### src/sv/gps_pkg.sv
`default_nettype none

package gps_pkg;

    // Default width of the number under test.
    localparam int unsigned NUMBER_WIDTH_DEF = 16;

    // Bit count of a field of the given bit count, rounded up to whole bytes.
    function automatic int unsigned byte_bits(input int unsigned bits);
        return ((bits + 7) / 8) * 8;
    endfunction

endpackage

`default_nettype wire

### src/sv/gps_mod_unit.sv
`default_nettype none

// Restoring remainder unit: one dividend bit per cycle.
module gps_mod_unit #(
    parameter int unsigned NUMBER_WIDTH = gps_pkg::NUMBER_WIDTH_DEF
) (
    input  wire logic                    i_clk,
    input  wire logic                    i_rst_n,
    input  wire logic                    i_start,
    input  wire logic [NUMBER_WIDTH-1:0] i_dividend,
    input  wire logic [NUMBER_WIDTH-1:0] i_divisor,
    output logic                         o_done,
    output logic [NUMBER_WIDTH-1:0]      o_rem
);

    localparam int unsigned CNT_W = $clog2(NUMBER_WIDTH + 1);

    logic                    r_busy;
    logic [CNT_W-1:0]        r_cnt;
    logic [NUMBER_WIDTH-1:0] r_a;
    logic [NUMBER_WIDTH-1:0] r_b;
    logic [NUMBER_WIDTH-1:0] r_rem;
    logic                    r_done;

    logic [NUMBER_WIDTH:0]   trial;
    logic                    fits;
    logic [NUMBER_WIDTH-1:0] diff;

    assign trial = {r_rem, r_a[NUMBER_WIDTH-1]};
    assign fits  = trial >= {1'b0, r_b};
    // trial - b < b whenever it fits, so the low bits carry the whole difference
    assign diff  = trial[NUMBER_WIDTH-1:0] - r_b;

    always_ff @(posedge i_clk) begin
        if (!i_rst_n) begin
            r_busy <= 1'b0;
            r_done <= 1'b0;
            r_cnt  <= '0;
        end else begin
            r_done <= 1'b0;
            if (i_start) begin
                r_busy <= 1'b1;
                r_cnt  <= CNT_W'(NUMBER_WIDTH);
                r_a    <= i_dividend;
                r_b    <= i_divisor;
                r_rem  <= '0;
            end else if (r_busy) begin
                r_a   <= {r_a[NUMBER_WIDTH-2:0], 1'b0};
                r_rem <= fits ? diff : trial[NUMBER_WIDTH-1:0];
                r_cnt <= r_cnt - CNT_W'(1);
                if (r_cnt == CNT_W'(1)) begin
                    r_busy <= 1'b0;
                    r_done <= 1'b1;
                end
            end
        end
    end

    assign o_done = r_done;
    assign o_rem  = r_rem;

endmodule

`default_nettype wire

### config.mk
export PLATFORM = sky130hd
export DESIGN_NAME = gps_mod_unit
export DESIGN_NICKNAME = d
export VERILOG_FILES = /design/src/sv/gps_pkg.sv /design/src/sv/gps_mod_unit.sv
export SDC_FILE = /design/constraint.sdc
export NUM_CORES = 1
export LEC_CHECK = 0
export BUFFER_PORTS_ARGS = -buffer_cell sky130_fd_sc_hd__buf_2
export CORE_ASPECT_RATIO = 1.1
export CORE_UTILIZATION = 30
export DETAILED_ROUTE_END_ITERATION = 12
export PLACE_DENSITY = 0.52
export REMOVE_ABC_BUFFERS = 1
export SLEW_MARGIN = 15
export SYNTH_ARGS = -nofsm -noshare
export SYNTH_HDL_FRONTEND = slang
export SYNTH_SLANG_ARGS = --single-unit
export TNS_END_PERCENT = 20
### constraint.sdc
create_clock -name i_clk -period 2.78 [get_ports i_clk]
set_input_delay 0.417 -clock i_clk [delete_from_list [all_inputs] [get_ports i_clk]]
set_output_delay 0.417 -clock i_clk [all_outputs]
set_load 0.01 [all_outputs]
After elaboration in Yosys (flattened, before gate mapping):

Cells that the tools add are included.

* bits in registers: 55
* input port bits: 35
* word-level logic and storage cells: 28

* $add $sub $neg: 2
* $lt $le $gt $ge: 1
* eq/ne operators: 1
* mux-type cells: 10
* bitwise gates (word level): 2
* reductions and logical operators: 5

Operator list (number)
* 2-to-1 mux 16 bit: 4
* greater-or-equal comparator 17 x 16 -> 1 bit: 1
* subtractor 16 bit: 1
* 2-to-1 mux 5 bit: 2
* == test 5 x 1 -> 1 bit, second input constant: 1
* subtractor 5 x 1 -> 5 bit, second input constant: 1
* 2-to-1 mux 1 bit: 4
* AND reduction 2 bit: 2
* OR reduction 3 bit: 1
* NOT 1 bit: 2
* nonzero test 2 bit: 1
* OR reduction 2 bit: 1

Logic depth before layout (Yosys ltp):

* word-level depth: 4
* mapped depth: 11
* gate-level depth less buffers: 10

Worst setup path before layout:

OpenSTA, ideal clock, no wires.

* path type: reg-to-reg
* from: register r_a[15]
* to: register r_rem[14], in the netlist o_rem[14] (data pin)
* data arrival time: 2.143 ns
* data required time: 2.507 ns
* setup slack: 0.364 ns
* stages on the path, launching flop included: 11
* period minus slack after synthesis: 2.416 ns
* cells stage by stage: edfxtp_1 inv_1 ha_1 inv_1 fa_1 a21o_1 a221o_1 o311ai_2 a311oi_1 o21ai_0 o311ai_1

* cells in the longest elaborated chain, start to end: 3

Ends and longest elaborated chain
* from (decl): line gps_mod_unit.sv:20 `logic [NUMBER_WIDTH-1:0] r_a;`
* from (signal assigned): line gps_mod_unit.sv:44 `r_a <= i_dividend;`
* from (signal assigned): line gps_mod_unit.sv:48 `r_a <= {r_a[NUMBER_WIDTH-2:0], 1'b0};`
* subtractor 16 bit or greater-or-equal comparator 17 x 16 -> 1 bit (tied branches): line gps_mod_unit.sv:32, gps_mod_unit.sv:30
* 2-to-1 mux 16 bit *: line gps_mod_unit.sv:49 `r_rem <= fits ? diff : trial[NUMBER_WIDTH-1:0];`
* 2-to-1 mux 16 bit *: line gps_mod_unit.sv:47 `end else if (r_busy) begin`
* to (signal assigned): line gps_mod_unit.sv:49
* to (decl): line gps_mod_unit.sv:22 `logic [NUMBER_WIDTH-1:0] r_rem;`

Mark *: on every way between the ends. The rest lies on a longest branch, timed or not. The select of a mux whose other input is x is not followed.
A chain may end at the register's enable or synchronous reset.

Worst setup path after layout:

Ends and elaborated chain as after synthesis.

==> results.md <==
- The critical path's largest stage delay is 0.40 ns.
- The die width is 99.9 um.
- In this run the worst path has a maximum fanout of 3.
- The setup slack after placement is approximately 0.21 ns.
- The first detailed-routing pass took 4 iterations.
- STA classifies the critical path endpoint as a flop.
- The total die area is 11,000 um2.
- The proportion of synthesized chip area in sequential cells is 50.0%.
- The final clock skew is 0.00511 ns.
- Traced cell by cell, the critical path runs through inv_1 > ha_1 > inv_1 > fa_1 > a21o_1 > a221o_1 > o311ai_2 > a311oi_1 > o21ai_0 > o311ai_1.
- The number of synthesized flops with an enable pin is 48.
- The count of placed standard cells in the final layout, fillers left out is 464.
- The final worst-path cycle share is 92.2%.
- The number of buffers and inverters on the critical path is 2.
- After detailed routing, the average wire length per cell comes to 13.7 um.
- The worst hold path belongs to the class input pin to flop.
- The post-route DRC violation count is 0.
- The floorplan has 38 rows.
- 52 I/O pins were placed.
- Setup slack on the critical path of the routed design comes to 0.218 ns.
- The startpoint identified for the worst register-to-register timing path is r_a[15]$_DFFE_PP_.
- STA puts the critical path data required time at between 2 and 3 ns.
- The repair_antennas step left the layout with diodes totalling 0.
- The total core area is 10,100 um2.
- By instance count, the cell type seen most on the critical path is sky130_fd_sc_hd__inv_1.
- The number of hold violations in the final report is 0.
- The overall routing resource usage is 12.3%.
- The number of clock sinks is 55.
- Buffers inserted during clock tree synthesis total 5.
- The register area is 1580 um2.
- Once detail routing completed, the nets flagged for antenna violations numbered 0.
- Yosys printed 0 warnings.
- The netlist uses 55 different library cells.
- The height of the chip is 110 um.
- For hold timing, the worst endpoint is r_b[5]$_DFFE_PP_.
- The worst hold path cell count is 1.
- The power after layout is approximately 0.0022 W.
- The terminus of the critical flop-to-flop path is o_rem[14]$_SDFFCE_PP0P_.
- The via-per-instance ratio is 4.70.
- Synthesis inferred 55 register bits.
- After filler insertion, the fill cell instance count of the layout stands at 1,058.
- At the later pin of the worst-skew pair, clock insertion delay measures between 0.3 and 0.4 ns.
- Once detailed placement completed, the half-perimeter wirelength came to roughly 4.7 mm.
- The total number of H-tree levels is 2.
- The worst register-to-register path has a setup slack of about 0.22 ns.
- Among all flip-flop cells after synthesis, the most frequent one is sky130_fd_sc_hd__edfxtp_1.
- The fraction of synthesis flops using an asynchronous set or reset pin is 0%.
- The cell count after synthesis is 269.
- TritonCTS built the clock tree.
- The buffer levels on the longest clock path is 2.
- Data arrives at the worst endpoint at 2.62 ns.
- At the end of the flow, the number of nets in the layout was 377.
- The post-route minimum period is 2.56 ns.
- The worst hold slack after final layout is 0.279 ns.
- The via count of the first global-routing pass is 2,270.
- After clock tree synthesis, the clock-pin slew on the worst setup and hold paths is about 0.10 ns.
- On the critical path the largest part of the delay comes from compound AO/OA/AOI/OAI gates.
- The initial utilization of the core area, before any placement, comes to between 30% and 40%.
- The run finished with clean final reports.
- In the final layout, the multi-input gates occupy 1440 um2.
- The highest clock frequency the design can meet is ~0.39 GHz.
- The cell area that synthesis handed to floorplanning was 3170 um2.
- The worst hold path begins at i_divisor[5].
- Port buffering added 51 buffers.
- The final RePlAce weighted congestion is 0.774.
- The first-pass GRT wire length is 10.6 mm.
- The number of violations of the max-capacitance limit is 0.
- The total leakage power is approximately 1.5 nW.
- Among all stages on the critical path, the largest delay is contributed by sky130_fd_sc_hd__fa_1.
- Headroom to the max-slew limit came out at 69.3%.
- The initial antenna violation count is 0.
- The accumulated negative setup slack is 0 ns.
- The detailed router finished its first iteration with 100 violations.
- After detailed routing, the total wire length is 6.36 mm.
- Yosys instantiated no cell more often than sky130_fd_sc_hd__edfxtp_1.
- For this block, the via count after detailed routing is 2,182.
- In the final layout, the share of cells above drive strength 1 is about 29%.
- The count of cells resized by post-cts repair is 0.
- The peak supply drop is 0.000284 V.
- From synthesis to final layout, the design area changed by 16.4%.
- sky130_fd_sc_hd__edfxtp_1 takes more of the synthesized area than any other cell.
- The worst setup path category is flop to flop.
- The final count of pins violating max slew came to 0.
- Sorting the synthesized cells by area gives the leading types as sky130_fd_sc_hd__edfxtp_1 (46%), sky130_fd_sc_hd__ha_1 (7.1%), sky130_fd_sc_hd__mux2_2 (5.3%).
- The top cell type by area accounts for a little under half of the synthesized area.
- STA classifies the critical path startpoint as a flop.
- The global-route congestion overflow total is 0.
- The number of cells traversed by the worst register-to-register path is 10.
- The commonest cells after synthesis are sky130_fd_sc_hd__edfxtp_1 (48), sky130_fd_sc_hd__nor2_1 (22), sky130_fd_sc_hd__inv_1 (21), sky130_fd_sc_hd__ha_1 (18), sky130_fd_sc_hd__mux2_2 (15).
- In this run the post-CTS setup repair buffer count came out at 0.
- In this run the power density over the cells is 589 nW/um2.
- Setup repair after global routing left no endpoint under its margin.
- Entering global routing, the biggest net connects 34 pins.
- Each instance of the synthesized netlist takes up on average 11.8 um2.
- The count of placed standard cells including taps is 456.
- The tree is rooted in a sky130_fd_sc_hd__clkbuf_8.
- The final setup violation count is 0.
- For the pin with the worst max-slew slack, the measured transition is 0.461 ns.
- The number of hold buffers added after CTS was 0.
==> worst max-delay path by stage <==
stage / from / end / slack [ns] / depth (start not counted)
6_report: r_a[15]$_DFFE_PP_ / o_rem[14]$_SDFFCE_PP0P_ / 0.22 / 10
5_1_grt: r_a[15]$_DFFE_PP_ / o_rem[10]$_SDFFCE_PP0P_ / 0.08 / 10
4_1_cts: r_a[15]$_DFFE_PP_ / o_rem[14]$_SDFFCE_PP0P_ / 0.19 / 10
3_5_place_dp: r_a[15]$_DFFE_PP_ / o_rem[14]$_SDFFCE_PP0P_ / 0.21 / 10
3_3_place_gp: r_a[15]$_DFFE_PP_ / o_rem[14]$_SDFFCE_PP0P_ / 0.27 / 10
2_1_floorplan: o_rem[7]$_SDFFCE_PP0P_ / o_rem[13]$_SDFFCE_PP0P_ / 0.14 / 7
==> flip-flops by register name, summed over array words and instances (netlist names) <==
signal  flops
o_done      1
r_a        16
r_b        16
r_busy      1
r_cnt       5
o_rem      16
==> worst reg2reg max path, delay by kind of cell (launching register included) <==
family | cells | cell delay (ns)
DFF | 1 | 0.39
buffers and inverters | 2 | 0.12
adders and majority gates | 2 | 0.56
AOI/OAI and AO/OA | 6 | 1.24
==> cell usage in the layout, fill, tap and decap left out, types with 8 or more instances in the layout <==
| cell | n |
|---|---|
| sky130_fd_sc_hd__a21oi_1 | 8 |
| sky130_fd_sc_hd__buf_2 | 51 |
| sky130_fd_sc_hd__edfxtp_1 | 48 |
| sky130_fd_sc_hd__ha_1 | 18 |
| sky130_fd_sc_hd__inv_1 | 21 |
| sky130_fd_sc_hd__mux2_2 | 15 |
| sky130_fd_sc_hd__nand2_1 | 11 |
| sky130_fd_sc_hd__nor2_1 | 22 |
| sky130_fd_sc_hd__o21ai_0 | 10 |
| sky130_fd_sc_hd__xnor2_1 | 8 |
==> cell families after synthesis <==
kind of cell,share of synthesized area (%)
compound gates,16.2
buf+inv,4.70
mux,7.55
xor+xnor,4.15
flops,50.0
fa+ha+maj,7.75
simple gates,9.72
==> power breakdown <==
group / switching, W / internal, W
registers: 0.0000364 / 0.000986
logic: 0.000356 / 0.000295
clock network: 0.000261 / 0.000234
total: 0.000653 / 0.00152
==> area by class of cell <==
cell class,instances,share of cell area [%]
tap,140,4.75
multi-input combinational,183,38.9
sequential,55,42.9
inverter,21,2.14
clock buffer,8,2.75
timing repair buffer,57,8.49
==> stage by stage <==
| stage | area (um2) | utilization, % |
|---|---|---|
| 2_1_floorplan | 3100 | - |
| 3_3_place_gp | 3580 | 35.6 |
| 3_5_place_dp | 3580 | 35.6 |
| 4_1_cts | 3680 | 36.6 |
| 5_1_grt | 3680 | 36.6 |
| 6_report | 3680 | 36.6 |
==> routing by layer <==
metal | part of all wire, % | track usage (%)
met5 | 0 | 0
met4 | 1.3 | 3.57
met3 | 3.9 | 2.54
met2 | 48 | 22.1
met1 | 47 | 14.8
No activity file was read; power rests on OpenSTA's default activity.
